File: src/rtl/assert_macros.svh
// ----------------------------------------------------------------------------
// Assertion macros
// Shared concurrent assertion forms, clocked on clk and disabled in reset.
// ----------------------------------------------------------------------------
`ifndef ASSERT_MACROS_SVH
`define ASSERT_MACROS_SVH

// Same-cycle implication.
`define ACSI_ASSERT_IMP(label, ante, cons, msg) \
  label: assert property (@(posedge clk) disable iff (!rst_n) (ante) |-> (cons)) \
    else $error(msg);

// Next-cycle implication.
`define ACSI_ASSERT_NXT(label, ante, cons, msg) \
  label: assert property (@(posedge clk) disable iff (!rst_n) (ante) |=> (cons)) \
    else $error(msg);

`endif

File: src/rtl/acsi_pkg.sv
// ----------------------------------------------------------------------------
// acsi_pkg
// Types, codes and constants of the CSI console parser.
// ----------------------------------------------------------------------------
`timescale 1ns / 1ps

package acsi_pkg;

  // Result command codes
  localparam logic [2:0] CMD_CHAR  = 3'd0;
  localparam logic [2:0] CMD_NL    = 3'd1;
  localparam logic [2:0] CMD_BS    = 3'd2;
  localparam logic [2:0] CMD_MOVE  = 3'd3;
  localparam logic [2:0] CMD_CLR   = 3'd4;
  localparam logic [2:0] CMD_EOL   = 3'd5;

  // Attribute constants
  localparam logic [7:0] ATTR_DEFAULT = 8'h0F;
  localparam logic [7:0] ATTR_INVERSE = 8'h70;
  localparam logic [7:0] ATTR_BG_MASK = 8'hF0;

  // Byte codes
  localparam logic [7:0] CH_ESC    = 8'h1B;
  localparam logic [7:0] CH_NL     = 8'h0A;
  localparam logic [7:0] CH_BS     = 8'h08;
  localparam logic [7:0] CH_LBRACK = 8'h5B;
  localparam logic [7:0] CH_QMARK  = 8'h3F;
  localparam logic [7:0] CH_SEMI   = 8'h3B;
  localparam logic [7:0] CH_DIG0   = 8'h30;
  localparam logic [7:0] CH_DIG9   = 8'h39;
  localparam logic [7:0] CH_SPACE  = 8'h20;
  localparam logic [7:0] CH_TILDE  = 8'h7E;
  localparam logic [7:0] CH_UP_H   = 8'h48;
  localparam logic [7:0] CH_LO_F   = 8'h66;
  localparam logic [7:0] CH_UP_J   = 8'h4A;
  localparam logic [7:0] CH_UP_K   = 8'h4B;
  localparam logic [7:0] CH_LO_M   = 8'h6D;
  localparam logic [7:0] CH_UP_A   = 8'h41;
  localparam logic [7:0] CH_UP_B   = 8'h42;
  localparam logic [7:0] CH_UP_C   = 8'h43;
  localparam logic [7:0] CH_UP_D   = 8'h44;
  localparam logic [7:0] CH_LO_H   = 8'h68;
  localparam logic [7:0] CH_LO_L   = 8'h6C;

  // SGR code ranges
  localparam int unsigned SGR_RESET   = 0;
  localparam int unsigned SGR_INVERSE = 7;
  localparam int unsigned SGR_FG_LO   = 30;
  localparam int unsigned SGR_FG_HI   = 37;
  localparam int unsigned SGR_FGB_LO  = 90;
  localparam int unsigned SGR_FGB_HI  = 97;

  // Queue operations between parser and executor
  typedef enum logic [3:0] {
    OP_CHAR,
    OP_NL,
    OP_BS,
    OP_MOVE,
    OP_CLR,
    OP_EOL,
    OP_ATTR_SET,
    OP_ATTR_FG
  } op_t;

  typedef struct packed {
    op_t        op;
    logic [7:0] data;
    logic [4:0] row;
    logic [6:0] col;
  } entry_t;

  typedef struct packed {
    logic full;
    logic empty;
  } fifo_stat_t;

  typedef struct packed {
    logic walking;
    logic push;
  } front_stat_t;

  // ANSI color index to VGA foreground nibble
  function automatic logic [3:0] fg_color(input logic bright, input logic [2:0] sel);
    logic [2:0] base;
    case (sel)
      3'd0:    base = 3'h0;
      3'd1:    base = 3'h4;
      3'd2:    base = 3'h2;
      3'd3:    base = 3'h6;
      3'd4:    base = 3'h1;
      3'd5:    base = 3'h5;
      3'd6:    base = 3'h3;
      default: base = 3'h7;
    endcase
    return {bright, base};
  endfunction

endpackage

File: src/rtl/acsi_in_if.sv
// ----------------------------------------------------------------------------
// acsi_in_if
// Byte input channel: valid/ready handshake carrying one console byte.
// ----------------------------------------------------------------------------
`timescale 1ns / 1ps

interface acsi_in_if;
  logic       valid;
  logic       ready;
  logic [7:0] ch;

  modport source (output valid, output ch, input ready);
  modport sink   (input valid, input ch, output ready);
endinterface

File: src/rtl/acsi_out_if.sv
// ----------------------------------------------------------------------------
// acsi_out_if
// Display command channel: valid/ready handshake carrying one command.
// ----------------------------------------------------------------------------
`timescale 1ns / 1ps

interface acsi_out_if;
  logic       valid;
  logic       ready;
  logic [2:0] cmd;
  logic [7:0] char_code;
  logic [7:0] attr;
  logic [4:0] row;
  logic [6:0] col;

  modport source (output valid, output cmd, output char_code, output attr,
                  output row, output col, input ready);
  modport sink   (input valid, input cmd, input char_code, input attr,
                  input row, input col, output ready);
endinterface

File: src/rtl/ansi_csi_text_console_parser_unit.sv
// ----------------------------------------------------------------------------
// ansi_csi_text_console_parser_unit
// ANSI CSI console byte parser producing display commands.
// ----------------------------------------------------------------------------
// Usage:
//   in_chan  : one console byte per transfer (valid/ready).
//   out_chan : one display command per transfer: char, newline, backspace,
//              cursor move (clamped row/col), clear screen, clear to EOL,
//              each tagged with the text attribute current at that point.
//   The parser takes one byte per cycle while the command queue has room.
//   An SGR final ('m') then walks its 1..MAX_PARAMS parameters, one per
//   cycle while the queue has room, during which in_chan.ready is low;
//   this walk over the accumulator read port sets the worst-case rate.
//   A command byte, once accepted, is written into the queue and then into
//   the executor output register, which drives out_chan.
//   If the receiver stalls, the output register holds its command, the
//   four-entry queue fills, and then in_chan.ready drops; nothing is lost.
//   Reset (rst_n low, synchronous): parser back to normal, accumulators and
//   count cleared, attribute 0x0F, queue and output emptied.
// ----------------------------------------------------------------------------
`timescale 1ns / 1ps
`include "assert_macros.svh"

module ansi_csi_text_console_parser_unit #(
  parameter int MAX_PARAMS  = 8,
  parameter int SCREEN_COLS = 80,
  parameter int SCREEN_ROWS = 25,
  parameter int PARAM_BITS  = 16
) (
  input  logic        clk,
  input  logic        rst_n,
  acsi_in_if.sink     in_chan,
  acsi_out_if.source  out_chan
);

  // Front (parser) -> queue -> back (executor)
  acsi_pkg::entry_t      q_wr_entry;
  acsi_pkg::entry_t      q_head;
  acsi_pkg::fifo_stat_t  q_stat;
  acsi_pkg::front_stat_t front_stat;
  logic                  q_pop;

  acsi_front #(
    .MAX_PARAMS  (MAX_PARAMS),
    .SCREEN_COLS (SCREEN_COLS),
    .SCREEN_ROWS (SCREEN_ROWS),
    .PARAM_BITS  (PARAM_BITS)
  ) u_front (
    .clk     (clk),
    .rst_n   (rst_n),
    .in_chan (in_chan),
    .q_stat  (q_stat),
    .q_entry (q_wr_entry),
    .stat    (front_stat)
  );

  // Short queue decouples the parser from a stalled receiver
  acsi_fifo u_fifo (
    .clk      (clk),
    .rst_n    (rst_n),
    .push     (front_stat.push),
    .wr_entry (q_wr_entry),
    .pop      (q_pop),
    .rd_entry (q_head),
    .stat     (q_stat)
  );

  // Executor owns the attribute and the output register
  acsi_back u_back (
    .clk      (clk),
    .rst_n    (rst_n),
    .q_stat   (q_stat),
    .q_head   (q_head),
    .q_pop    (q_pop),
    .out_chan (out_chan)
  );

  // Parser never writes a full queue
  `ACSI_ASSERT_IMP(a_no_push_full, front_stat.push, !q_stat.full, "push into full queue")
  // No byte is taken while an SGR walk is running
  `ACSI_ASSERT_IMP(a_no_accept_walk, in_chan.ready, !front_stat.walking, "accept during walk")
  // Only a cursor move carries a position, only a char carries a code
  `ACSI_ASSERT_IMP(a_move_fields, out_chan.valid && out_chan.cmd != acsi_pkg::CMD_MOVE,
                   out_chan.row == 5'd0 && out_chan.col == 7'd0, "stray row/col")
  `ACSI_ASSERT_IMP(a_char_field, out_chan.valid && out_chan.cmd != acsi_pkg::CMD_CHAR,
                   out_chan.char_code == 8'd0, "stray char code")

endmodule

File: src/rtl/acsi_fifo.sv
// ----------------------------------------------------------------------------
// acsi_fifo
// Four-entry command queue between parser and executor, head read direct.
// ----------------------------------------------------------------------------
`timescale 1ns / 1ps

module acsi_fifo (
  input  logic                clk,
  input  logic                rst_n,
  input  logic                push,
  input  acsi_pkg::entry_t    wr_entry,
  input  logic                pop,
  output acsi_pkg::entry_t    rd_entry,
  output acsi_pkg::fifo_stat_t stat
);

  localparam int DEPTH = 4;
  localparam int PTR_W = $clog2(DEPTH);

  acsi_pkg::entry_t mem_r [DEPTH];
  logic [PTR_W-1:0] wr_ptr_r, rd_ptr_r;
  logic [PTR_W:0]   cnt_r;

  assign stat.full  = (cnt_r == (PTR_W+1)'(DEPTH));
  assign stat.empty = (cnt_r == '0);
  assign rd_entry   = mem_r[rd_ptr_r];

  always_ff @(posedge clk) begin
    if (push) begin
      mem_r[wr_ptr_r] <= wr_entry;
    end
  end

  always_ff @(posedge clk) begin
    if (!rst_n) begin
      wr_ptr_r <= '0;
      rd_ptr_r <= '0;
      cnt_r    <= '0;
    end else begin
      if (push) wr_ptr_r <= wr_ptr_r + 1'b1;
      if (pop)  rd_ptr_r <= rd_ptr_r + 1'b1;
      case ({push, pop})
        2'b10:   cnt_r <= cnt_r + 1'b1;
        2'b01:   cnt_r <= cnt_r - 1'b1;
        default: cnt_r <= cnt_r;
      endcase
    end
  end

endmodule

File: src/rtl/acsi_front.sv
// ----------------------------------------------------------------------------
// acsi_front
// Escape parser: tracks CSI state and parameters, queues display/attr ops.
// ----------------------------------------------------------------------------
`timescale 1ns / 1ps

module acsi_front #(
  parameter int MAX_PARAMS  = 8,
  parameter int SCREEN_COLS = 80,
  parameter int SCREEN_ROWS = 25,
  parameter int PARAM_BITS  = 16
) (
  input  logic                  clk,
  input  logic                  rst_n,
  acsi_in_if.sink               in_chan,
  input  acsi_pkg::fifo_stat_t  q_stat,
  output acsi_pkg::entry_t      q_entry,
  output acsi_pkg::front_stat_t stat
);

  localparam int IDX_W  = $clog2(MAX_PARAMS);
  localparam int CNT_W  = $clog2(MAX_PARAMS + 1);
  localparam int WIDE_W = PARAM_BITS + 4;
  localparam logic [PARAM_BITS-1:0] ROW_LIM = PARAM_BITS'(SCREEN_ROWS - 1);
  localparam logic [PARAM_BITS-1:0] COL_LIM = PARAM_BITS'(SCREEN_COLS - 1);

  typedef enum logic [1:0] {ST_NORMAL, ST_ESC, ST_CSI, ST_CSI_PARAM} pstate_t;

  pstate_t               state_r, state_nxt;
  logic [PARAM_BITS-1:0] params_r [MAX_PARAMS];
  logic [PARAM_BITS-1:0] params_nxt [MAX_PARAMS];
  logic [CNT_W-1:0]      cnt_r, cnt_nxt;
  logic                  walk_r, walk_nxt;
  logic [IDX_W-1:0]      widx_r, widx_nxt;
  logic [IDX_W-1:0]      wlast_r, wlast_nxt;

  logic                  accept, push;
  logic [7:0]            ch;
  logic [IDX_W-1:0]      dig_idx, rd_idx;
  logic [PARAM_BITS-1:0] rd_val, rd_m30, rd_m90;
  logic [WIDE_W-1:0]     acc_ext, acc_wide;
  logic [PARAM_BITS-1:0] acc_sat;
  logic [CNT_W-1:0]      eff_cnt;
  logic                  sgr_has;
  acsi_pkg::entry_t      sgr_entry, entry;

  function automatic logic [PARAM_BITS-1:0] clamp_pos(input logic [PARAM_BITS-1:0] p,
                                                      input logic [PARAM_BITS-1:0] lim);
    logic [PARAM_BITS-1:0] z;
    z = (p == '0) ? '0 : p - 1'b1;
    return (z > lim) ? lim : z;
  endfunction

  assign ch       = in_chan.ch;
  assign in_chan.ready = !walk_r && !q_stat.full;
  assign accept   = in_chan.valid && in_chan.ready;

  // One shared read port on the accumulators: digit target or SGR walk
  assign dig_idx  = (cnt_r == '0) ? '0 : IDX_W'(cnt_r - 1'b1);
  assign rd_idx   = walk_r ? widx_r : dig_idx;
  assign rd_val   = params_r[rd_idx];

  // Accumulate one decimal digit, saturating
  assign acc_ext  = {4'b0, rd_val};
  assign acc_wide = (acc_ext << 3) + (acc_ext << 1) + WIDE_W'(ch[3:0]);
  assign acc_sat  = (|acc_wide[WIDE_W-1:PARAM_BITS]) ? '1 : acc_wide[PARAM_BITS-1:0];

  assign eff_cnt  = (cnt_r == '0) ? CNT_W'(1) : cnt_r;

  // SGR code decode for the parameter under the walk
  assign rd_m30 = rd_val - PARAM_BITS'(acsi_pkg::SGR_FG_LO);
  assign rd_m90 = rd_val - PARAM_BITS'(acsi_pkg::SGR_FGB_LO);

  always_comb begin
    sgr_has   = 1'b1;
    sgr_entry = '{op: acsi_pkg::OP_ATTR_SET, data: acsi_pkg::ATTR_DEFAULT,
                  row: '0, col: '0};
    if (rd_val == PARAM_BITS'(acsi_pkg::SGR_RESET)) begin
      sgr_entry.data = acsi_pkg::ATTR_DEFAULT;
    end else if (rd_val == PARAM_BITS'(acsi_pkg::SGR_INVERSE)) begin
      sgr_entry.data = acsi_pkg::ATTR_INVERSE;
    end else if (rd_val >= PARAM_BITS'(acsi_pkg::SGR_FG_LO) &&
                 rd_val <= PARAM_BITS'(acsi_pkg::SGR_FG_HI)) begin
      sgr_entry.op   = acsi_pkg::OP_ATTR_FG;
      sgr_entry.data = {4'b0, acsi_pkg::fg_color(1'b0, rd_m30[2:0])};
    end else if (rd_val >= PARAM_BITS'(acsi_pkg::SGR_FGB_LO) &&
                 rd_val <= PARAM_BITS'(acsi_pkg::SGR_FGB_HI)) begin
      sgr_entry.op   = acsi_pkg::OP_ATTR_FG;
      sgr_entry.data = {4'b0, acsi_pkg::fg_color(1'b1, rd_m90[2:0])};
    end else begin
      sgr_has = 1'b0;
    end
  end

  always_comb begin
    state_nxt  = state_r;
    params_nxt = params_r;
    cnt_nxt    = cnt_r;
    walk_nxt   = walk_r;
    widx_nxt   = widx_r;
    wlast_nxt  = wlast_r;
    push       = 1'b0;
    entry      = '{op: acsi_pkg::OP_CHAR, data: '0, row: '0, col: '0};

    if (walk_r) begin
      if (!sgr_has || !q_stat.full) begin
        push  = sgr_has;
        entry = sgr_entry;
        if (widx_r == wlast_r) walk_nxt = 1'b0;
        else                   widx_nxt = widx_r + 1'b1;
      end
    end else if (accept) begin
      case (state_r)
        ST_NORMAL: begin
          if (ch == acsi_pkg::CH_ESC) begin
            state_nxt = ST_ESC;
          end else if (ch == acsi_pkg::CH_NL) begin
            push     = 1'b1;
            entry.op = acsi_pkg::OP_NL;
          end else if (ch >= acsi_pkg::CH_SPACE && ch <= acsi_pkg::CH_TILDE) begin
            push       = 1'b1;
            entry.op   = acsi_pkg::OP_CHAR;
            entry.data = ch;
          end else if (ch == acsi_pkg::CH_BS) begin
            push     = 1'b1;
            entry.op = acsi_pkg::OP_BS;
          end
        end
        ST_ESC: begin
          if (ch == acsi_pkg::CH_LBRACK) begin
            state_nxt = ST_CSI;
            cnt_nxt   = '0;
            for (int i = 0; i < MAX_PARAMS; i++) params_nxt[i] = '0;
          end else if (ch == acsi_pkg::CH_QMARK) begin
            state_nxt = ST_CSI;
            cnt_nxt   = '0;
          end else begin
            state_nxt = ST_NORMAL;
          end
        end
        default: begin
          if (ch >= acsi_pkg::CH_DIG0 && ch <= acsi_pkg::CH_DIG9) begin
            params_nxt[dig_idx] = acc_sat;
            if (cnt_r == '0) cnt_nxt = CNT_W'(1);
            state_nxt = ST_CSI_PARAM;
          end else if (ch == acsi_pkg::CH_SEMI) begin
            if (cnt_r < CNT_W'(MAX_PARAMS)) cnt_nxt = cnt_r + 1'b1;
            state_nxt = ST_CSI;
          end else begin
            state_nxt = ST_NORMAL;
            if (ch inside {acsi_pkg::CH_UP_H, acsi_pkg::CH_LO_F, acsi_pkg::CH_UP_J,
                           acsi_pkg::CH_UP_K, acsi_pkg::CH_LO_M, acsi_pkg::CH_UP_A,
                           acsi_pkg::CH_UP_B, acsi_pkg::CH_UP_C, acsi_pkg::CH_UP_D,
                           acsi_pkg::CH_LO_H, acsi_pkg::CH_LO_L}) begin
              // A final with no parameters stores a single zero, which only the SGR walk reads
              if (cnt_r == '0) begin
                params_nxt[0] = '0;
                cnt_nxt       = CNT_W'(1);
              end
              if (ch == acsi_pkg::CH_UP_H || ch == acsi_pkg::CH_LO_F) begin
                if (cnt_r >= CNT_W'(2)) begin
                  push      = 1'b1;
                  entry.op  = acsi_pkg::OP_MOVE;
                  entry.row = 5'(clamp_pos(params_r[0], ROW_LIM));
                  entry.col = 7'(clamp_pos(params_r[1], COL_LIM));
                end
              end else if (ch == acsi_pkg::CH_UP_J) begin
                if (cnt_r != '0 && params_r[0] == PARAM_BITS'(2)) begin
                  push     = 1'b1;
                  entry.op = acsi_pkg::OP_CLR;
                end
              end else if (ch == acsi_pkg::CH_UP_K) begin
                push     = 1'b1;
                entry.op = acsi_pkg::OP_EOL;
              end else if (ch == acsi_pkg::CH_LO_M) begin
                walk_nxt  = 1'b1;
                widx_nxt  = '0;
                wlast_nxt = IDX_W'(eff_cnt - 1'b1);
              end
            end
          end
        end
      endcase
    end
  end

  assign q_entry      = entry;
  assign stat.push    = push;
  assign stat.walking = walk_r;

  always_ff @(posedge clk) begin
    if (!rst_n) begin
      state_r <= ST_NORMAL;
      for (int i = 0; i < MAX_PARAMS; i++) params_r[i] <= '0;
      cnt_r   <= '0;
      walk_r  <= 1'b0;
      widx_r  <= '0;
      wlast_r <= '0;
    end else begin
      state_r  <= state_nxt;
      params_r <= params_nxt;
      cnt_r    <= cnt_nxt;
      walk_r   <= walk_nxt;
      widx_r   <= widx_nxt;
      wlast_r  <= wlast_nxt;
    end
  end

endmodule

File: src/rtl/acsi_back.sv
// ----------------------------------------------------------------------------
// acsi_back
// Executor: applies attribute ops and drives the registered command output.
// ----------------------------------------------------------------------------
`timescale 1ns / 1ps

module acsi_back (
  input  logic                 clk,
  input  logic                 rst_n,
  input  acsi_pkg::fifo_stat_t q_stat,
  input  acsi_pkg::entry_t     q_head,
  output logic                 q_pop,
  acsi_out_if.source           out_chan
);

  logic [7:0] text_attr_r, text_attr_nxt;
  logic       out_valid_r, out_valid_nxt;
  logic [2:0] cmd_r, cmd_nxt;
  logic [7:0] code_r, code_nxt;
  logic [7:0] oattr_r, oattr_nxt;
  logic [4:0] row_r, row_nxt;
  logic [6:0] col_r, col_nxt;
  logic       is_attr_op, slot_free;

  assign is_attr_op  = (q_head.op == acsi_pkg::OP_ATTR_SET) ||
                       (q_head.op == acsi_pkg::OP_ATTR_FG);
  assign slot_free   = !out_valid_r || out_chan.ready;
  assign q_pop       = !q_stat.empty && (is_attr_op || slot_free);

  always_comb begin
    text_attr_nxt = text_attr_r;
    out_valid_nxt = out_valid_r && !out_chan.ready;
    cmd_nxt       = cmd_r;
    code_nxt      = code_r;
    oattr_nxt     = oattr_r;
    row_nxt       = row_r;
    col_nxt       = col_r;
    if (q_pop) begin
      case (q_head.op)
        acsi_pkg::OP_ATTR_SET: text_attr_nxt = q_head.data;
        acsi_pkg::OP_ATTR_FG:
          text_attr_nxt = (text_attr_r & acsi_pkg::ATTR_BG_MASK) | q_head.data;
        default: begin
          out_valid_nxt = 1'b1;
          oattr_nxt     = text_attr_r;
          code_nxt      = (q_head.op == acsi_pkg::OP_CHAR) ? q_head.data : 8'h00;
          row_nxt       = q_head.row;
          col_nxt       = q_head.col;
          case (q_head.op)
            acsi_pkg::OP_CHAR: cmd_nxt = acsi_pkg::CMD_CHAR;
            acsi_pkg::OP_NL:   cmd_nxt = acsi_pkg::CMD_NL;
            acsi_pkg::OP_BS:   cmd_nxt = acsi_pkg::CMD_BS;
            acsi_pkg::OP_MOVE: cmd_nxt = acsi_pkg::CMD_MOVE;
            acsi_pkg::OP_CLR:  cmd_nxt = acsi_pkg::CMD_CLR;
            default:           cmd_nxt = acsi_pkg::CMD_EOL;
          endcase
        end
      endcase
    end
  end

  always_ff @(posedge clk) begin
    if (!rst_n) begin
      text_attr_r <= acsi_pkg::ATTR_DEFAULT;
      out_valid_r <= 1'b0;
    end else begin
      text_attr_r <= text_attr_nxt;
      out_valid_r <= out_valid_nxt;
    end
  end

  always_ff @(posedge clk) begin
    cmd_r   <= cmd_nxt;
    code_r  <= code_nxt;
    oattr_r <= oattr_nxt;
    row_r   <= row_nxt;
    col_r   <= col_nxt;
  end

  assign out_chan.valid     = out_valid_r;
  assign out_chan.cmd       = cmd_r;
  assign out_chan.char_code = code_r;
  assign out_chan.attr      = oattr_r;
  assign out_chan.row       = row_r;
  assign out_chan.col       = col_r;

endmodule
File: src/flat_wrapper.sv
// flat-port wrapper written by rule: the top's interface ports become plain ports
module ansi_csi_text_console_parser_unit_flat 
#(
  parameter int MAX_PARAMS  = 8,
  parameter int SCREEN_COLS = 80,
  parameter int SCREEN_ROWS = 25,
  parameter int PARAM_BITS  = 16
)
  (clk, rst_n, in_chan_valid, in_chan_ch, in_chan_ready, out_chan_valid, out_chan_cmd, out_chan_char_code, out_chan_attr, out_chan_row, out_chan_col, out_chan_ready);
  acsi_in_if in_chan_i ();
  acsi_out_if out_chan_i ();
  input  logic clk;
  input  logic rst_n;
  input wire logic [$bits(in_chan_i.valid)-1:0] in_chan_valid;
  input wire logic [$bits(in_chan_i.ch)-1:0] in_chan_ch;
  output wire logic [$bits(in_chan_i.ready)-1:0] in_chan_ready;
  output wire logic [$bits(out_chan_i.valid)-1:0] out_chan_valid;
  output wire logic [$bits(out_chan_i.cmd)-1:0] out_chan_cmd;
  output wire logic [$bits(out_chan_i.char_code)-1:0] out_chan_char_code;
  output wire logic [$bits(out_chan_i.attr)-1:0] out_chan_attr;
  output wire logic [$bits(out_chan_i.row)-1:0] out_chan_row;
  output wire logic [$bits(out_chan_i.col)-1:0] out_chan_col;
  input wire logic [$bits(out_chan_i.ready)-1:0] out_chan_ready;
  assign in_chan_i.valid = in_chan_valid;
  assign in_chan_i.ch = in_chan_ch;
  assign in_chan_ready = in_chan_i.ready;
  assign out_chan_valid = out_chan_i.valid;
  assign out_chan_cmd = out_chan_i.cmd;
  assign out_chan_char_code = out_chan_i.char_code;
  assign out_chan_attr = out_chan_i.attr;
  assign out_chan_row = out_chan_i.row;
  assign out_chan_col = out_chan_i.col;
  assign out_chan_i.ready = out_chan_ready;
  ansi_csi_text_console_parser_unit #(.MAX_PARAMS(MAX_PARAMS), .SCREEN_COLS(SCREEN_COLS), .SCREEN_ROWS(SCREEN_ROWS), .PARAM_BITS(PARAM_BITS)) u_core (.clk(clk), .rst_n(rst_n), .in_chan(in_chan_i), .out_chan(out_chan_i));
endmodule
File: config.mk
export PLATFORM = sky130hd
export DESIGN_NAME = ansi_csi_text_console_parser_unit_flat
export DESIGN_NICKNAME = d
export VERILOG_FILES = /design/src/rtl/acsi_pkg.sv /design/src/rtl/acsi_in_if.sv /design/src/rtl/acsi_out_if.sv /design/src/rtl/ansi_csi_text_console_parser_unit.sv /design/src/rtl/acsi_fifo.sv /design/src/rtl/acsi_front.sv /design/src/rtl/acsi_back.sv /design/src/flat_wrapper.sv
export VERILOG_INCLUDE_DIRS = /design/src /design/src/rtl
export SDC_FILE = /design/constraint.sdc
export NUM_CORES = 1
export LEC_CHECK = 0
export CELL_PAD_IN_SITES_DETAIL_PLACEMENT = 0
export CELL_PAD_IN_SITES_GLOBAL_PLACEMENT = 2
export CORE_AREA = 2 2 210 150
export CTS_CLUSTER_DIAMETER = 150
export DETAILED_ROUTE_END_ITERATION = 10
export DIE_AREA = 0 0 212 152
export DONT_BUFFER_PORTS = 1
export GPL_TIMING_DRIVEN = 0
export PLACE_DENSITY_LB_ADDON = 0.1
export SYNTH_ARGS = -nofsm -noshare
export SYNTH_HDL_FRONTEND = slang
export SYNTH_HIERARCHICAL = 1
export SYNTH_SLANG_ARGS = --single-unit
File: constraint.sdc
create_clock -name clk -period 16.5 [get_ports clk]
set_clock_uncertainty 0.15 [all_clocks]
set_input_delay 1.65 -clock clk [delete_from_list [all_inputs] [get_ports clk]]
set_output_delay 1.65 -clock clk [all_outputs]
set_load 0.02 [all_outputs]
Word-level counts from Yosys, hierarchy flattened --
Memories as Yosys holds them, arrays and structs flattened. A register that Yosys moved wholly into a read port is not among the register bits. Cells that the tools add are included.
Cells by class: equal/unequal tests 55, add/sub/neg operators 14, bitwise operators 12, mux-type cells 120, magnitude comparators 15, reduce and logical (&&, ||, !) cells 52
Operators with widths (count):
- $pmux W128 S2 | 1
- $mux W16 | 10
- $bwmux W128 | 1
- $mux W128 | 1
- $mux W112 | 1
- $eq A8 B7 Y1 const B | 12
- $mux W12 | 7
- $mux W24 | 3
- $mux W4 | 15
- $bmux W16 S3 | 1
- $demux W16 S3 | 1
- $logic_not A16 Y1 | 3
- $mux W3 | 16
- $pmux W3 S7 | 2
- $mux W8 | 5
- $mux W1 | 36
- $sub A16 B1 Y16 const B | 2
- $eq A3 B3 Y1 const B | 7
- $add A19 B17 Y20 | 1
- $add A20 B4 Y20 | 1
- $mux W2 | 9
- $mux W9 | 2
- $eq A16 B2 Y1 const B | 1
- $eq A16 B3 Y1 const B | 1
- other kinds (65) | 129
Word-level totals: output and inout bits 33, RAM bits 96, input port bits 12, flip-flop bits (word level) 188, memories 1
Memory list:
- u_core.u_fifo.mem_r | words 4, width 24, rd ports 1, clocked after memory_dff 1, write ports 1, line acsi_fifo.sv:20 | acsi_pkg::entry_t mem_r [DEPTH];

Depth between registers and ports, before layout --
Gate-level depths: netlist of run 1.
depth in word-level cells 19, gate-level depth with buffers 26, depth with buffers taken out 22

By module --
Netlist of run 1, hierarchy kept.
Modules (own cells, without submodules):
- acsi_front | instances 1, area each 8393.0 µm², cells each 1038
- acsi_fifo | instances 1, area each 3953.8 µm², cells each 172
- acsi_back | instances 1, area each 1393.8 µm², cells each 84

Worst setup path before layout of run 1 --
No wires, ideal clock.
kind reg2reg, start point register u_core.u_front.cnt_r[0], end point register u_core/u_front/params_r[102] (netlist name), buffers on the path 3, slack 10.426 ns, data required time 16.219 ns, data arrival time 5.793 ns, cell stages (with the launch flop) 23, cell sequence dfxtp_1 clkbuf_1 inv_1 ha_1 nor3b_2 o31ai_2 clkbuf_1 mux4_2 nand2_1 and2_1 fa_1 inv_1 ha_1 a21o_1 a21oi_1 o21a_1 o311ai_0 o22ai_1 o211ai_1 a311o_1 clkbuf_1 nor2_1 o21ai_0
Between the ends: word-level cells in the longest chain between the ends 14, elaborated cells between the ends (all ways) 21
Ends and longest elaborated chain:
- start: declaration | line acsi_front.sv:32 | logic [CNT_W-1:0] cnt_r, cnt_nxt;
- start signal: assignment | line acsi_front.sv:202 | cnt_r <= cnt_nxt;
- $sub A3 B1 Y3 or $logic_not A4 Y1 (tied branches) | line acsi_front.sv:59 | assign dig_idx = (cnt_r == '0) ? '0 : IDX_W'(cnt_r - 1'b1);
- $mux W3 (*) | line acsi_front.sv:59
- $mux W3 | line acsi_front.sv:60 | assign rd_idx = walk_r ? widx_r : dig_idx;
- $not A3 Y4 (implied by the code) | line acsi_front.sv:61 | assign rd_val = params_r[rd_idx];
- $bmux W16 S3 | line acsi_front.sv:61
- $mux W16 (implied by the code) (2 in series) | line acsi_front.sv:61
- $add A19 B17 Y20 | line acsi_front.sv:65 | assign acc_wide = (acc_ext << 3) + (acc_ext << 1) + WIDE_W'(ch[3:0]);
- $add A20 B4 Y20 | line acsi_front.sv:65
- $reduce_or A4 Y1 | line acsi_front.sv:66 | assign acc_sat = (|acc_wide[WIDE_W-1:PARAM_BITS]) ? '1 : acc_wide[PARAM_BITS-1:0];
- $mux W16 | line acsi_front.sv:66
- $bwmux W128 (*) | line acsi_front.sv:143 | params_nxt[dig_idx] = acc_sat;
- $mux W112 (*) | line acsi_front.sv:142 | if (ch >= acsi_pkg::CH_DIG0 && ch <= acsi_pkg::CH_DIG9) begin
- $pmux W128 S2 (*) | line acsi_front.sv:113 | case (state_r)
- end signal: assignment | line acsi_front.sv:201 | params_r <= params_nxt;
- end: declaration | line acsi_front.sv:30 | logic [PARAM_BITS-1:0] params_r [MAX_PARAMS];
Every way passes the cells marked *; elsewhere a longest branch is shown, timed or not. The select of a mux whose other input is x is not followed. A chain may end at the register's enable or synchronous reset.

Worst setup path after layout of run 1 --
start point register u_core.u_front.cnt_r[0], end point register u_core/u_front/params_r[23] (netlist name)
The elaborated chain is that of the path after synthesis.

==> flow_metrics.env, run 1 <==
export IMPL_finalSetupViolations=0
export IMPL_io_pin_count=45
export IMPL_insertion_delay_ns=0.58
export IMPL_fin_area_um2=15200
export IMPL_end_kind="register"
export IMPL_antenna_found_initial=0
export IMPL_yosysWarnings=6
export IMPL_top_usage_layer="met1"
export IMPL_cp_max_fo=10
export IMPL_first_pass_iters=5
export IMPL_clock_path_buffers=3
export IMPL_die_y_um=152
export IMPL_peakVddDrop_mv=0.0915
export IMPL_crit_type="reg2reg"
export IMPL_hp_class="reg2reg"
export IMPL_cts_hold_buf=0
export IMPL_cts_tree="built"
export IMPL_grt_pass1_vias=9548
export IMPL_layout_drive_gt1_share_pct=10.2
export IMPL_core_area_um2=30500
export IMPL_max_freq_ghz=0.120
export IMPL_rsz0062_at_grt="no"
export IMPL_grt_overflow=0
export IMPL_place_congestion=0.862
export IMPL_finalPower_w=0.00171
export IMPL_diodes=0
export IMPL_syn_cell_area_um2=13700
export IMPL_die_area_um2=32200
export IMPL_slew_headroom_pct=12.0
export IMPL_fin_tns_setup_ns=0
export IMPL_max_cap_viol_count=0
export IMPL_grt_max_degree=25
export IMPL_met2_usage_pct=31.2
export IMPL_post_cts_buffers=0
export IMPL_status="finished clean"
export IMPL_required_ns=16.73
export IMPL_placementRows=54
export IMPL_initial_core_util_pct=45.1
export IMPL_fin_crit_sh_pct=50.5
export IMPL_globalRouteMet1Util_pct=41.4
export IMPL_p_leak_nw=5.65
export IMPL_hold_viol=0
export IMPL_fin_crit_ns=8.33
export IMPL_vias_per_cell=5.67
export IMPL_drc_errors=0
export IMPL_clk_pin_slew_ns=0.07
export IMPL_slew_violations=0
export IMPL_die_w_um=212
export IMPL_dpl_instance_area_um2=14300
export IMPL_postRouteAntennaNets=0
export IMPL_syn_avg_cell_area_um2=10.6
export IMPL_synth_cells=1293
export IMPL_cts_inserted_buffers=28
export IMPL_track_usage_pct=24.5
export IMPL_worstPathArrival_ns=8.56
export IMPL_root_buffer="clkbuf_16"
export IMPL_cts_resized=0
export IMPL_cts_sinks=286
export IMPL_worstMarginPinSlew_ns=1.32
export IMPL_vias=10000
export IMPL_multi_input_area_um2=6290
export IMPL_p_per_area_nw_per_um2=112
export IMPL_routedWlPerCell_um=21.8
export IMPL_grt_pass1_wl_um=59700
export IMPL_use_met3_pct=6.08
export IMPL_place_port_buffers=0
export IMPL_syn2layout_area_growth_pct=10.8
export IMPL_fill_cells=2816
export IMPL_drtIter0Drc=983
export IMPL_ff_latch_area_um2=7000
export IMPL_htreeDepth=1
export IMPL_dp_final_hpwl_um=28500
export IMPL_wl_um=38600
export IMPL_startpoint_type="register"
export IMPL_nets=1389
metal layers:
metal / vias to the layer above / part of all wire, %
met3: 32 / 7.9
li1: 4807 / -
met2: 261 / 38
met1: 4928 / 53
met4: 0 / 1.0
met5: - / 0
cell type report:
type                    count  share of cell area, %
inverters                  39                  0.962
clock inverters            17                  0.946
plain buffers              60                   2.06
repair buffers              3                  0.329
multi-input cells         909                   41.3
well taps                 420                   3.46
flip-flops and latches    286                   46.0
clock buffers              35                   4.91
worst paths after layout:
check                                                  start                        endpoint  slack (ns)  cells after the start
worst max-delay path                 u_core/u_front/cnt_r[0]     u_core/u_front/params_r[23]        8.17                     22
worst min-delay path            u_core/u_back/text_attr_r[0]  u_core/u_back/out_chan.attr[0]        0.29                      0
worst max register to register       u_core/u_front/cnt_r[0]     u_core/u_front/params_r[23]        8.17                     22
worst min register to register  u_core/u_back/text_attr_r[0]  u_core/u_back/out_chan.attr[0]        0.29                      0
stage by stage:
| stage | setup WS (ns) | hold WS, ns | std cells | util [%] |
|---|---|---|---|---|
| 2_1_floorplan | 10.43 | 0.258 | 1294 | - |
| 4_1_cts | 8.18 | 0.288 | 1768 | 49.8 |
| 5_1_grt | 7.51 | 0.295 | 1769 | 49.9 |
| 6_report | 8.17 | 0.286 | 1769 | 49.9 |
| 3_5_place_dp | 8.21 | 0.273 | 1716 | 46.9 |
| 3_3_place_gp | 8.16 | 0.267 | 1714 | 46.8 |
sequential cells by signal, summed over array words and instances, names as in the netlist, 2 cells and up, named ones only:
name                              cells
u_core/u_front/widx_r                 3
u_core/u_front/cnt_r                  4
u_core/u_front/wlast_r                3
u_core/u_fifo/cnt_r                   3
u_core/u_back/out_chan.row            5
u_core/u_front/state_r                2
u_core/u_back/out_chan.col            7
u_core/u_back/out_chan.cmd            3
u_core/u_back/text_attr_r             8
u_core/u_fifo/rd_ptr_r                2
u_core/u_back/out_chan.attr           8
u_core/u_fifo/wr_ptr_r                2
u_core/u_front/params_r             128
u_core/u_fifo/mem_r                  96
u_core/u_back/out_chan.char_code      8
layout by cell type (no fill, tap or decap), drive strengths merged, types with 9 or more instances in the layout:
master  count
mux2i      21
o21a        9
a21boi     11
nor3       21
buf        23
clkbuf     75
xor2       11
inv        38
dfxtp     159
or4         9
nand2b      9
nor2b      18
o21ai     156
edfxtp    127
o22ai      12
and2       28
mux4       51
ha         47
nand3      21
clkinv     12
nor2       74
a21oi      30
xnor2      15
nand2     229
where the power goes:
part	leakage, nW	switching (W)	internal (W)
registers	2.40	0.0000676	0.000813
clock network	0.424	0.000279	0.000339
logic	2.82	0.000122	0.0000860
worst max-delay path: stages (launching register included):
cell and delay [ns]:
dfxtp_1 0.50, clkbuf_1 0.41, inv_1 0.18, ha_1 0.29, nor3b_2 0.22, o31ai_2 0.87
clkbuf_1 0.65, mux4_2 0.59, nand2_1 0.12, and2_1 0.26, fa_1 0.49, inv_1 0.08
ha_1 0.23, a21o_1 0.16, a21oi_1 0.27, o21a_1 0.18, o311ai_0 0.19, o22ai_1 0.34
o211ai_1 0.15, a311o_1 0.44, clkbuf_1 0.27, nor2_1 0.89, o21ai_0 0.22
(Power assumes the default switching activity.)
==> run 2, diff against run 1 <==
ABC_AREA = 1   (was not set)
CORE_AREA = 2 2 241 172   (was 2 2 210 150)
DIE_AREA = 0 0 243 174   (was 0 0 212 152)
clock period = 8.36 ns   (was 16.5 ns; I/O delays follow)
==> run 2 against run 1 <==
  * Sequential cell count unchanged
  * Sequential share of layout area fell by 5.3 points
  * Hold slack got worse by 0.071 ns
  * Design area rose by 13%
  * Core utilization decreased by 7.2 points
  * Register-to-register slack got worse by 6.2 ns
  * First-iteration DRC count is 19% higher
  * Via count increased by 30%
  * Synthesized area grew 12%
  * Non-clock buffer count is 21 higher
  * Critical path depth is 9 higher
  * Setup slack lost 6.2 ns
  * Critical path type unchanged
  * Largest cell class is now multi-input gates
==> flow_metrics.env, run 2 <==
export IMPL_cts_hold_buf=0
export IMPL_postRouteAntennaNets=0
export IMPL_fin_tns_setup_ns=0
export IMPL_p_leak_nw=6.78
export IMPL_grt_pass1_wl_um=77200
export IMPL_syn_cell_area_um2=15400
export IMPL_vias_per_cell=5.21
export IMPL_top_regs="u_core/u_front/params_r x128, u_core/u_fifo/mem_r x96"
export IMPL_insertion_delay_ns=0.61
export IMPL_initial_core_util_pct=38.3
export IMPL_die_area_um2=42300
export IMPL_slew_headroom_pct=9.06
export IMPL_place_port_buffers=0
export IMPL_status="finished clean"
export IMPL_dp_final_hpwl_um=37900
export IMPL_cts_sinks=286
export IMPL_clk_pin_slew_ns=0.06
export IMPL_hp_class="in2reg"
export IMPL_wl_um=50500
export IMPL_drtIter0Drc=1171
export IMPL_yosysWarnings=6
export IMPL_largest_reg_flops=128
export IMPL_hold_start="rst_n"
export IMPL_final_cell_mix="nand2_1 (499), inv_1 (189), a21oi_1 (171)"
export IMPL_die_y_um=174
export IMPL_end_kind="register"
export IMPL_cp_max_fo=10
export IMPL_first_pass_iters=5
export IMPL_cts_inserted_buffers=30
export IMPL_cts_resized=0
export IMPL_slew_violations=0
export IMPL_cts_tree="built"
export IMPL_core_area_um2=40200
export IMPL_worst_r2r_cell_count=31
export IMPL_hold_path_cell_count=1
export IMPL_p_per_area_nw_per_um2=227
export IMPL_worstPathArrival_ns=6.69
export IMPL_synth_cells=1910
export IMPL_root_buffer="clkbuf_16"
export IMPL_grt_max_degree=33
export IMPL_path_common_cell="nand2_1"
export IMPL_r2r_start="u_core/u_front/cnt_r[0]"
export IMPL_worst_slack_ns=1.96
export IMPL_post_cts_buffers=0
export IMPL_layout_drive_gt1_share_pct=11.3
export IMPL_max_cap_viol_count=0
export IMPL_slowest_stage="nand3_1"
export IMPL_hold_viol=0
export IMPL_htreeDepth=1
export IMPL_routedWlPerCell_um=20.1
export IMPL_fill_cells=4112
export IMPL_whs_ns=0.215
export IMPL_startpoint_type="register"
export IMPL_hold_path_end="u_core/u_back/text_attr_r[2]"
export IMPL_peakVddDrop_mv=0.191
export IMPL_io_pin_count=45
export IMPL_finalSetupViolations=0
export IMPL_diodes=0
export IMPL_fin_area_um2=17200
export IMPL_vias=13100
export IMPL_fin_crit_ns=6.40
export IMPL_antenna_found_initial=1
export IMPL_track_usage_pct=23.9
export IMPL_worstMarginPinSlew_ns=1.36
export IMPL_fin_crit_sh_pct=76.6
export IMPL_dpl_instance_area_um2=16100
export IMPL_place_congestion=0.834
export IMPL_regMostFlops="u_core/u_front/params_r"
export IMPL_r2r_slack_ns=1.96
export IMPL_dp_slack_ns=1.97
export IMPL_syn_avg_cell_area_um2=8.07
export IMPL_die_w_um=243
export IMPL_final_common_cell="nand2_1"
export IMPL_crit_type="reg2reg"
export IMPL_reg2reg_to="u_core/u_front/params_r[18]"
export IMPL_syn2layout_area_growth_pct=11.5
export IMPL_clock_path_buffers=3
export IMPL_nets=2005
export IMPL_required_ns=8.64
export IMPL_max_freq_ghz=0.156
export IMPL_grt_overflow=0
export IMPL_placementRows=62
export IMPL_grt_pass1_vias=12200
export IMPL_max_stage_delay_ns=0.67
export IMPL_rsz0062_at_grt="no"
export IMPL_drc_errors=0
## run 2: how the worst max path moves through the flow
stage / cells past startpoint / slack [ns] / to / startpoint
after floorplan: 32 / 3.60 / u_core/u_front/params_r[10] / u_core/u_front/cnt_r[0]
after global placement: 31 / 2.05 / u_core/u_front/params_r[99] / u_core/u_front/cnt_r[0]
after detailed placement: 31 / 1.97 / u_core/u_front/params_r[99] / u_core/u_front/cnt_r[0]
after CTS: 31 / 2.00 / u_core/u_front/params_r[18] / u_core/u_front/cnt_r[0]
after global routing: 31 / 1.61 / u_core/u_front/params_r[18] / u_core/u_front/cnt_r[0]
final: 31 / 1.96 / u_core/u_front/params_r[18] / u_core/u_front/cnt_r[0]
## run 2: layout make-up
cell class / instances / area, µm² / area share (%)
well taps: 544 / 681 / 3.96
flip-flops and latches: 286 / 7000 / 40.7
clock buffers: 33 / 782 / 4.55
inverters: 202 / 758 / 4.41
plain buffers: 84 / 556 / 3.23
multi-input cells: 1339 / 7110 / 41.4
clock inverters: 22 / 304 / 1.77
## run 2: worst max-delay path, delay by kind of cell, from the launching register on
kind            cells  cell delay (ns)
buf+inv             4             0.57
compound gates      3             0.41
flops               1             0.53
simple gates       21             3.41
fa+ha+maj           3             1.17
## run 2: through the flow
| stage | cells | utilization, % | power (W) |
|---|---|---|---|
| after floorplan | 1911 | - | 0.00224 |
| after CTS | 2510 | 42.8 | 0.00394 |
| after detailed placement | 2455 | 40.1 | 0.00246 |
| after global routing | 2510 | 42.8 | 0.00407 |
| after global placement | 2455 | 40.0 | 0.00244 |
| final | 2510 | 42.8 | 0.00390 |
## run 2: routing by layer
| layer | global-route usage [%] | wire length (µm) |
|---|---|---|
| met2 | 32.4 | 19600 |
| met4 | 3.25 | 628 |
| met5 | 0 | 0 |
| met1 | 39.2 | 27100 |
| met3 | 4.23 | 3200 |
## run 2: power breakdown
part	switching, W	internal (W)	total (W)
combinational	0.000477	0.000178	0.000655
clock	0.000612	0.000866	0.00148
sequential	0.000142	0.00163	0.00177
total	0.00123	0.00267	0.00390
==> run 3, diff against run 2 <==
ABC_AREA = 0   (was 1)
CORE_AREA = 2 2 217 155   (was 2 2 241 172)
DIE_AREA = 0 0 219 157   (was 0 0 243 174)
clock period = 6.4 ns   (was 8.36 ns; I/O delays follow)
==> run 3 against run 2 <==
  * Combinational power is 17% lower
  * Global-route usage down 0.46 points
  * Hold slack got worse by 0.16 ns
  * Via count fell by 21%
  * Sequential cell count is the same
  * Fmax rose by 5.3%
  * Sequential share of layout area grew 3.2 points
  * Critical endpoint is now u_core/u_front/params_r[64]
  * Largest cell class is now sequential cells
==> flow_metrics.env, run 3 (synthesis gave the netlist of run 1 again) <==
export IMPL_routedWlPerCell_um=22.3
export IMPL_core_area_um2=32100
export IMPL_clock_path_buffers=3
export IMPL_fin_tns_setup_ns=0
export IMPL_p_leak_nw=5.98
export IMPL_grt_pass1_vias=9417
export IMPL_finalSetupViolations=0
export IMPL_regMostFlops="u_core/u_front/params_r"
export IMPL_worstPathArrival_ns=6.36
export IMPL_grt_overflow=0
export IMPL_largest_reg_flops=128
export IMPL_final_common_cell="nand2_1"
export IMPL_worst_r2r_cell_count=23
export IMPL_vias=10300
export IMPL_top_regs="u_core/u_front/params_r x128, u_core/u_fifo/mem_r x96"
export IMPL_vias_per_cell=5.74
export IMPL_drc_errors=0
export IMPL_fin_crit_sh_pct=95.1
export IMPL_reg2reg_to="u_core/u_front/params_r[64]"
export IMPL_slew_headroom_pct=8.09
export IMPL_hold_path_cell_count=2
export IMPL_r2r_start="u_core/u_front/cnt_r[0]"
export IMPL_cts_sinks=286
export IMPL_hp_class="in2reg"
export IMPL_first_pass_iters=5
export IMPL_insertion_delay_ns=0.60
export IMPL_initial_core_util_pct=42.8
export IMPL_globalRouteMet1Util_pct=39.6
export IMPL_met2_usage_pct=29.6
export IMPL_htreeDepth=1
export IMPL_nets=1409
export IMPL_layout_drive_gt1_share_pct=14.7
export IMPL_antenna_found_initial=0
export IMPL_wl_um=40000
export IMPL_io_pin_count=45
export IMPL_finalPower_w=0.00469
export IMPL_hold_start="rst_n"
export IMPL_p_per_area_nw_per_um2=295
export IMPL_clk_pin_slew_ns=0.06
export IMPL_slew_violations=0
export IMPL_peakVddDrop_mv=0.245
export IMPL_place_port_buffers=0
export IMPL_startpoint_type="register"
export IMPL_worstMarginPinSlew_ns=1.38
export IMPL_final_cell_mix="nand2_1 (228), dfxtp_1 (158), o21ai_0 (153)"
export IMPL_cts_tree="built"
export IMPL_grt_max_degree=25
export IMPL_track_usage_pct=23.4
export IMPL_use_met3_pct=5.24
export IMPL_hold_path_end="u_core/u_back/text_attr_r[5]"
export IMPL_root_buffer="clkbuf_16"
export IMPL_place_congestion=0.886
export IMPL_r2r_slack_ns=0.32
export IMPL_drtIter0Drc=1138
export IMPL_grt_pass1_wl_um=59800
export IMPL_die_y_um=157
export IMPL_cp_max_fo=10
export IMPL_max_freq_ghz=0.164
export IMPL_dp_final_hpwl_um=29200
export IMPL_placementRows=55
export IMPL_rsz0062_at_grt="no"
export IMPL_fin_crit_ns=6.08
export IMPL_status="finished clean"
export IMPL_required_ns=6.68
export IMPL_max_cap_viol_count=0
export IMPL_hold_viol=0
export IMPL_cts_inserted_buffers=30
export IMPL_crit_type="reg2reg"
export IMPL_end_kind="register"
export IMPL_diodes=0
export IMPL_top_usage_layer="met1"
export IMPL_die_w_um=219
export IMPL_syn2layout_area_growth_pct=16.0
export IMPL_postRouteAntennaNets=0
export IMPL_die_area_um2=34400
## run 3: cell types whose count changed in the layout (fill, tap and decap cells not counted), sizes merged, moves of 63 or more
cell	change
a21oi	-141
inv	-164
nand2	-288
nand3	-163
nor2	-85
o21ai	+63
## run 3: power breakdown
group,internal [W],total (W),switching [W]
Combinational,0.000224,0.000541,0.000317
Clock,0.00111,0.00188,0.000775
Sequential,0.00210,0.00227,0.000175
## run 3: how the worst max path moves through the flow
| stage | startpoint | end | slack (ns) | cells past startpoint |
|---|---|---|---|---|
| finish | u_core/u_front/cnt_r[0] | u_core/u_front/params_r[64] | 0.32 | 23 |
| global route | u_core/u_front/cnt_r[0] | u_core/u_front/params_r[83] | 0.01 | 23 |
| CTS | u_core/u_front/cnt_r[0] | u_core/u_front/params_r[64] | -0.0006 | 24 |
| detailed placement | u_core/u_front/cnt_r[0] | u_core/u_front/params_r[55] | -1.98 | 22 |
| global placement | u_core/u_front/cnt_r[0] | u_core/u_front/params_r[55] | -1.92 | 22 |
| floorplan | u_core/u_front/cnt_r[0] | u_core/u_front/params_r[102] | 0.33 | 22 |
## run 3: cell type report
cell class / count / area, µm²
sequential: 286 / 7000
timing repair buffer: 22 / 239
clock buffer: 34 / 797
clock inverter: 22 / 285
buffer: 59 / 375
multi-input combinational: 909 / 6540
tap: 427 / 534
inverter: 39 / 150
fill: 2988 / 16100
## run 3: stage by stage
step	instance area, µm²	hold WS [ns]	instances	utilization (%)	setup slack (ns)
floorplan	13700	0.258	1294	-	0.326
global placement	14300	0.266	1721	44.5	-1.92
detailed placement	14300	0.269	1723	44.6	-1.98
CTS	15700	0.0279	1787	49.0	-0.000636
global route	15900	0.0335	1798	49.7	0.00974
finish	15900	0.0554	1798	49.7	0.316
## run 3: worst max-delay path, cell delays in order (launching register included)
cell        delay [ns]
dfxtp_4           0.40
buf_4             0.20
clkinvlp_4        0.16
ha_4              0.21
nor3b_4           0.17
buf_4             0.15
o31ai_4           0.37
buf_8             0.17
mux4_2            0.50
nand2_1           0.09
and2_2            0.21
fa_1              0.47
fa_1              0.48
nor2b_1           0.14
o21ai_0           0.12
a21oi_1           0.21
o21a_1            0.17
o21ai_1           0.09
a21oi_1           0.18
o211ai_1          0.11
a311o_2           0.49
clkbuf_8          0.24
nor2_4            0.28
o21ai_0           0.15
## run 3: metal layers
layer,share of wire [%],vias up
li1,-,4852
met1,54,5130
met2,37,306
met3,7.7,33
met4,1.0,0
met5,0,-
## run 3: timing repair
action                                  4_1_cts  5_1_grt
buffers inserted                              8       12
endpoints found under the setup margin      226      128
gates resized for setup                      60       33
pin swaps                                     7        7
hold buffers                                  0        0
